<file path="src/rtl/ordered_list_store_core_defines.svh">
`ifndef ORDERED_LIST_STORE_CORE_DEFINES_SVH
`define ORDERED_LIST_STORE_CORE_DEFINES_SVH

// same-cycle implication, checked while out of reset
`define OLS_ASSERT_NOW(label, ante, cons, msg) \
    label: assert property (@(posedge i_clk) disable iff (!i_rst_n) (ante) |-> (cons)) \
        else $error(msg);

// next-cycle implication, checked while out of reset
`define OLS_ASSERT_NEXT(label, ante, cons, msg) \
    label: assert property (@(posedge i_clk) disable iff (!i_rst_n) (ante) |=> (cons)) \
        else $error(msg);

`endif

</file>
<file path="src/rtl/ols_pkg.sv">
`timescale 1ns / 1ps

package ols_pkg;

    localparam int OLS_CAPACITY   = 256;
    localparam int OLS_ITEM_WIDTH = 32;

    localparam int OLS_OP_W    = 3;
    localparam int OLS_POS_W   = 9;
    localparam int OLS_VALUE_W = 32;
    localparam int OLS_COUNT_W = 9;

    localparam logic [OLS_POS_W-1:0] OLS_IDX_NONE = '1;

    typedef enum logic [OLS_OP_W-1:0] {
        OP_INSERT_AT     = 3'd0,
        OP_INSERT_SORTED = 3'd1,
        OP_ERASE_AT      = 3'd2,
        OP_REMOVE_ALL    = 3'd3,
        OP_GET           = 3'd4,
        OP_SET           = 3'd5,
        OP_FIND          = 3'd6
    } t_op;

    typedef enum logic [3:0] {
        S_IDLE,
        S_DECODE,
        S_SEARCH,
        S_PREP_UP,
        S_UP,
        S_DOWN,
        S_PACK,
        S_GET,
        S_GET_DONE,
        S_RESULT
    } t_state;

    // what the memory sweep does this cycle
    typedef enum logic [2:0] {
        M_NONE,
        M_SEARCH,
        M_UP,
        M_DOWN,
        M_PACK,
        M_GET
    } t_mode;

    // which result the datapath loads
    typedef enum logic [2:0] {
        RES_NONE,
        RES_FAIL,
        RES_POS,
        RES_HIT,
        RES_READ,
        RES_PACK
    } t_res;

    typedef struct packed {
        logic  capture;
        logic  init;
        logic  finish;
        logic  write_set;
        logic  set_pos_hit;
        logic  set_pos_end;
        t_mode mode;
        t_res  res;
    } t_cmd;

    typedef struct packed {
        t_op  op;
        logic full;
        logic pos_le;
        logic pos_lt;
        logic more_fwd;
        logic more_up;
        logic rv;
        logic hit;
    } t_sts;

endpackage

</file>
<file path="src/rtl/ols_ctrl.sv">
`timescale 1ns / 1ps

module ols_ctrl (
    input  logic          i_clk,
    input  logic          i_rst_n,
    input  logic          i_in_valid,
    output logic          o_in_stall,
    output logic          o_out_valid,
    input  logic          i_out_stall,
    input  ols_pkg::t_sts i_sts,
    output ols_pkg::t_cmd o_cmd
);
    import ols_pkg::*;

    t_state r_state;
    t_state n_state;

    always_ff @(posedge i_clk) begin
        if (!i_rst_n) begin
            r_state <= S_IDLE;
        end else begin
            r_state <= n_state;
        end
    end

    always_comb begin
        n_state     = r_state;
        o_cmd       = '0;
        o_cmd.mode  = M_NONE;
        o_cmd.res   = RES_NONE;
        o_in_stall  = 1'b1;
        o_out_valid = 1'b0;
        case (r_state)
            S_IDLE: begin
                o_in_stall = 1'b0;
                if (i_in_valid) begin
                    o_cmd.capture = 1'b1;
                    n_state       = S_DECODE;
                end
            end
            S_DECODE: begin
                o_cmd.res = RES_FAIL;
                n_state   = S_RESULT;
                case (i_sts.op)
                    OP_INSERT_AT: begin
                        if (!i_sts.full && i_sts.pos_le) begin
                            o_cmd.res = RES_NONE;
                            n_state   = S_PREP_UP;
                        end
                    end
                    OP_INSERT_SORTED: begin
                        if (!i_sts.full) begin
                            o_cmd.res  = RES_NONE;
                            o_cmd.mode = M_SEARCH;
                            o_cmd.init = 1'b1;
                            n_state    = S_SEARCH;
                        end
                    end
                    OP_ERASE_AT: begin
                        if (i_sts.pos_lt) begin
                            o_cmd.res  = RES_NONE;
                            o_cmd.mode = M_DOWN;
                            o_cmd.init = 1'b1;
                            n_state    = S_DOWN;
                        end
                    end
                    OP_REMOVE_ALL: begin
                        o_cmd.res  = RES_NONE;
                        o_cmd.mode = M_PACK;
                        o_cmd.init = 1'b1;
                        n_state    = S_PACK;
                    end
                    OP_GET: begin
                        if (i_sts.pos_lt) begin
                            o_cmd.res = RES_NONE;
                            n_state   = S_GET;
                        end
                    end
                    OP_SET: begin
                        if (i_sts.pos_lt) begin
                            o_cmd.write_set = 1'b1;
                            o_cmd.res       = RES_POS;
                        end
                    end
                    OP_FIND: begin
                        o_cmd.res  = RES_NONE;
                        o_cmd.mode = M_SEARCH;
                        o_cmd.init = 1'b1;
                        n_state    = S_SEARCH;
                    end
                    default: begin
                        o_cmd.res = RES_FAIL;
                    end
                endcase
            end
            S_SEARCH: begin
                o_cmd.mode = M_SEARCH;
                if (i_sts.hit) begin
                    if (i_sts.op == OP_INSERT_SORTED) begin
                        o_cmd.set_pos_hit = 1'b1;
                        n_state           = S_PREP_UP;
                    end else begin
                        o_cmd.res = RES_HIT;
                        n_state   = S_RESULT;
                    end
                end else if (!i_sts.more_fwd && !i_sts.rv) begin
                    if (i_sts.op == OP_INSERT_SORTED) begin
                        // no entry greater than or equal to the value found: append at the end
                        o_cmd.set_pos_end = 1'b1;
                        n_state           = S_PREP_UP;
                    end else begin
                        o_cmd.res = RES_FAIL;
                        n_state   = S_RESULT;
                    end
                end
            end
            S_PREP_UP: begin
                o_cmd.mode = M_UP;
                o_cmd.init = 1'b1;
                n_state    = S_UP;
            end
            S_UP: begin
                o_cmd.mode = M_UP;
                if (!i_sts.more_up && !i_sts.rv) begin
                    o_cmd.finish = 1'b1;
                    o_cmd.res    = RES_POS;
                    n_state      = S_RESULT;
                end
            end
            S_DOWN: begin
                o_cmd.mode = M_DOWN;
                if (!i_sts.more_fwd && !i_sts.rv) begin
                    o_cmd.finish = 1'b1;
                    o_cmd.res    = RES_POS;
                    n_state      = S_RESULT;
                end
            end
            S_PACK: begin
                o_cmd.mode = M_PACK;
                if (!i_sts.more_fwd && !i_sts.rv) begin
                    o_cmd.finish = 1'b1;
                    o_cmd.res    = RES_PACK;
                    n_state      = S_RESULT;
                end
            end
            S_GET: begin
                o_cmd.mode = M_GET;
                n_state    = S_GET_DONE;
            end
            S_GET_DONE: begin
                o_cmd.res = RES_READ;
                n_state   = S_RESULT;
            end
            S_RESULT: begin
                o_out_valid = 1'b1;
                if (!i_out_stall) begin
                    n_state = S_IDLE;
                end
            end
            default: begin
                n_state = S_IDLE;
            end
        endcase
    end

endmodule

</file>
<file path="config.mk">
export PLATFORM = sky130hd
export DESIGN_NAME = ols_ctrl
export DESIGN_NICKNAME = d
export VERILOG_FILES = /design/src/rtl/ordered_list_store_core_defines.svh /design/src/rtl/ols_pkg.sv /design/src/rtl/ols_ctrl.sv
export SDC_FILE = /design/constraint.sdc
export NUM_CORES = 1
export LEC_CHECK = 0
export ABC_AREA = 1
export BUFFER_PORTS_ARGS = -buffer_cell sky130_fd_sc_hd__buf_2
export CAP_MARGIN = 20
export CORE_ASPECT_RATIO = 1.1
export CORE_UTILIZATION = 45
export CTS_BUF_LIST = sky130_fd_sc_hd__clkbuf_4
export CTS_CLUSTER_SIZE = 20
export DETAILED_ROUTE_END_ITERATION = 6
export PLACE_DENSITY = 0.86
export RECOVER_POWER = 25
export SETUP_SLACK_MARGIN = 0.2
export SLEW_MARGIN = 25
export SYNTH_ARGS = -nofsm -noshare
export SYNTH_HDL_FRONTEND = slang
export SYNTH_SLANG_ARGS = --single-unit
export TNS_END_PERCENT = 100
</file>
<file path="constraint.sdc">
create_clock -name i_clk -period 1.94 [get_ports i_clk]
set_clock_uncertainty 0.1 [all_clocks]
set_input_delay 0.485 -clock i_clk [delete_from_list [all_inputs] [get_ports i_clk]]
set_output_delay 0.485 -clock i_clk [all_outputs]
set_load 0.03 [all_outputs]
</file>
==> results_dict.tcl, run 1 <==
set metrics [dict create \
    status "did not finish" \
    stop_stage "global routing" \
    error "[ERROR DPL-0038] Utilization greater than 100%, impossible to legalize" \
    synth.ff_latch_count 4 \
    synth_seq_area_share 0.117 \
    htreeDepth 1 \
    worstEpCategory "primary output" \
    numCtsBuffers 3 \
    dpl.cell_count 180 \
    yosysWarningCount 0 \
    clock_sinks 4 \
    synth_cell_types 19 \
    cts-root-buf "clkbuf_4" \
    crit_endpoint "o_cmd[4]" \
    num_rows 14 \
    grt_max_degree 7 \
    syn-num-nets 142 \
    die_w_um 39.1 \
    placed_area_um2 998 \
    io_buffer_count 27 \
    place_congestion 0.816 \
    start_util 0.493 \
    synthesis.area_um2 682 \
    pin_count 28 \
    synth.avg_cell_area_um2 5.33 \
    synth_cells 128 \
    clockBufferDepth 2 \
    dieHeight_um 42.8 \
    dpl.hpwl_mm 1.69 \
]
[stage by stage]
stage / hold slack (ns) / worst slack [ns]
2_1_floorplan: 0.380 / 0.0749
3_3_place_gp: 0.401 / -0.0621
3_5_place_dp: 0.424 / -0.0852
4_1_cts: 0.426 / -0.0340
[Yosys cell counts]
library cell	count	share of area
nand2_2	2	0.018
nor2_8	1	0.029
o21ai_0	3	0.022
o211ai_1	4	0.044
dfxtp_1	4	0.12
nor2_1	14	0.077
a21oi_2	3	0.039
a21oi_1	4	0.029
nand3_2	1	0.015
nor2_2	6	0.055
nor2_4	3	0.050
clkbuf_1	1	0.0055
nand3_1	16	0.12
inv_2	4	0.022
nand2_1	36	0.20
inv_1	19	0.10
nor3_1	4	0.029
or2_0	1	0.0092
o22ai_1	2	0.018
[logic make-up after synthesis]
kind of cell,count (synthesis),synth area share
flip-flops,4,0.117
AO/OA/AOI/OAI,16,0.152
buffers and inverters,24,0.132
AND/OR/NAND/NOR,84,0.598
[what timing repair did]
| item | CTS |
|---|---|
| resized for setup | 53 |
| setup endpoints to repair | 14 |
| hold buffers | 0 |
| pin swaps | 13 |
| buffers inserted | 19 |
==> run 2: changes to the inputs <==
CORE_AREA = 2 2 63 65   (was default)
CORE_ASPECT_RATIO = default   (was 1.1)
CORE_UTILIZATION = default   (was 45)
CTS_BUF_LIST = default   (was sky130_fd_sc_hd__clkbuf_4)
CTS_CLUSTER_SIZE = default   (was 20)
DIE_AREA = 0 0 65 67   (was default)
PLACE_DENSITY = default   (was 0.86)
PLACE_DENSITY_LB_ADDON = 0.15   (was default)
SETUP_SLACK_MARGIN = default   (was 0.2)
==> run 2 against run 1 <==
Against the previous run:
- the flow now finishes, with violations (negative setup slack)
- area after synthesis is the same
- synthesized cell count unchanged
==> results_dict.tcl, run 2 <==
set metrics [dict create \
    synth_top_cells_by_count "nand2_1, inv_1, nand3_1" \
    place_congestion 0.746 \
    start_util 0.189 \
    fmax_mhz 510 \
    synth_edf_count 0 \
    cts-root-buf "clkbuf_8" \
    overflow 0 \
    hold_viol_final 0 \
    yosysTopAreaCell "nand2_1" \
    slowest_delay_ns 0.33 \
    min_path_type "reg2reg" \
    min_period_over_period 1.01 \
    ant_nets 0 \
    rsz0062_at_grt "yes" \
    cp_max_fo 5 \
    viasPerCell 4.33 \
    layout_commonest_cell "buf_4" \
    drv_slew 0 \
    antenna_found_initial 0 \
    reg2regPathDepth 10 \
    utilization 0.361 \
    hold-path-cell-count 2 \
    antenna_cells 0 \
    synthesis.area_um2 682 \
    first_global_vias 1031 \
    synth_cell_types 19 \
    detail_route.wl_per_cell_um 11.3 \
    regMostFlops "r_state" \
    yosysWarningCount 0 \
    io_buffer_count 27 \
    crit_type "reg2out" \
    numCtsBuffers 3 \
    p_leak_nw 0.668 \
    area_delta_synth_final_pct 90.6 \
    clockBufferDepth 2 \
    htreeDepth 1 \
    fin_nets 202 \
    dpl_worst_slack_ns -0.110 \
    first_pass_iters 4 \
    setup_ws_ns -0.0192 \
    slowest_stage "dfxtp_2" \
    hold_end "r_state[0]" \
    r2r-start "r_state[1]" \
    synth.most_common_cell "nand2_1" \
    synth_seq_area_share 0.117 \
    clock_latency_ns 0.22 \
    synth.ff_latch_count 4 \
    arrival_ns 1.37 \
    max-cap-violations 0 \
    syn-num-nets 142 \
    reg_top3 "r_state (4)" \
    synthDominantCellAreaShare 0.198 \
    synth_ff_type "dfxtp_1" \
    grt_max_degree 7 \
    drt-initial-drc-count 33 \
    cts_tree "done" \
    synth_area_leaders "nand2_1, dfxtp_1, nand3_1, inv_1, nor2_1" \
    finalSetupViolCount 2 \
    critPathLaunchType "flop" \
    reg2reg_setup_slack_ns 0.38 \
    final_cell_mix "buf_4, nand2_1, inv_1, nand3_1, nor2_1" \
    crit_required_ns 1.35 \
    maxSlewHeadroom 0.840 \
    endpoint_kind "output port" \
    cp_top_family "flip-flops" \
    critical_path.cell_chain "nor2_4, inv_4, nor2_8, inv_4, o211ai_1, buf_4" \
    critPathBufInv 3 \
    die_w_um 65 \
    violations "negative setup slack" \
    pin_count 28 \
    synth.avg_cell_area_um2 5.33 \
    drt-total-wl_mm 2.65 \
    peakVddDrop_mv 0.300 \
    async_flop_share 0 \
    num_rows 22 \
    dpl.hpwl_mm 2.06 \
    status "finished with violations" \
    core_mm2 0.00361 \
    cts_hold_buf 0 \
    min_from "r_state[0]" \
    clk_pin_slew_worst_paths_ns 0.04 \
    drive_above_1_share 0.543 \
    worst_pin_slew_ns 0.240 \
    die_area_mm2 0.00436 \
    fin_crit_ns 1.96 \
    grt_pass1_wl_mm 4.33 \
    dieHeight_um 67 \
    synth_cells 128 \
    vias 1014 \
    grt_usage 0.127 \
    drc_errors 0 \
    largest_reg_flops 4 \
    r2r_end "r_state[3]" \
    powerDensity_mw_per_mm2 1010 \
    fillers 406 \
    cpMostUsedCell "inv_4" \
    clock_sinks 4 \
]
-- run 2: cell counts after synthesis --
Identical to the previous run, type by type.
-- run 2: kinds of logic after synthesis --
family,synth area share
compound gates,0.152
flops,0.117
buf+inv,0.132
simple gates,0.598
-- run 2: timing repair --
item                       CTS  global route
setup endpoints to repair   12            13
setup buffers                6             4
resized for setup           41            19
pin swaps                   12            10
-- run 2: worst max path at each step --
stage	from	end	slack, ns	cells after the start
2_1_floorplan	i_sts[1]	o_cmd[0]	-0.003	5
3_3_place_gp	i_sts[9]	o_cmd[0]	-0.12	7
3_5_place_dp	i_sts[9]	o_cmd[6]	-0.11	6
4_1_cts	r_state[0]	o_cmd[4]	-0.06	7
5_1_grt	i_sts[9]	o_cmd[3]	-0.10	9
6_report	r_state[3]	o_cmd[4]	-0.02	6
-- run 2: layer usage --
metal / wire, um / up-vias / global-route usage
met5: 0 / - / 0
met4: 19 / 0 / 0.0239
met3: 90 / 2 / 0.0287
met2: 1430 / 18 / 0.245
met1: 1110 / 466 / 0.141
li1: - / 528 / -
-- run 2: where the power goes --
group	internal [W]	leakage (nW)	switching, W
registers	0.000114	0.0353	0.0000323
logic	0.000401	0.611	0.000581
clock network	0.000133	0.0216	0.0000466
total	0.000648	0.668	0.000660
-- run 2: stage by stage --
| stage | TNS (ns) | cell area (um^2) | std cells | hold WS [ns] | total power [W] |
|---|---|---|---|---|---|
| floorplan | -0.00254 | 692 | 128 | 0.388 | 0.000642 |
| global placement | -0.475 | 1030 | 221 | 0.410 | 0.000889 |
| detailed placement | -0.465 | 1030 | 221 | 0.415 | 0.000887 |
| CTS | -0.153 | 1220 | 230 | 0.426 | 0.00123 |
| global route | -0.629 | 1300 | 234 | 0.455 | 0.00141 |
| finish | -0.0264 | 1300 | 234 | 0.428 | 0.00131 |
-- run 2: layout make-up --
type / instances / area (um^2) / share of cell area
Tap cell: 48 / 60.1 / 0.0462
Inverter: 23 / 96.3 / 0.0741
Sequential cell: 4 / 92.6 / 0.0712
Timing Repair Buffer: 56 / 412 / 0.317
Clock buffer: 3 / 41.3 / 0.0318
Multi-Input combinational cell: 100 / 598 / 0.460
-- run 2: worst register-to-register path, stage by stage (launching register included) --
cell	delay [ns]
dfxtp_4	0.36
inv_2	0.11
nor2_4	0.06
nand2_2	0.10
buf_4	0.12
nand2_1	0.04
nand2_1	0.10
nand2_1	0.09
nor2_1	0.20
nand2_1	0.10
a21oi_2	0.12
Power figures use the tool's default switching activity.
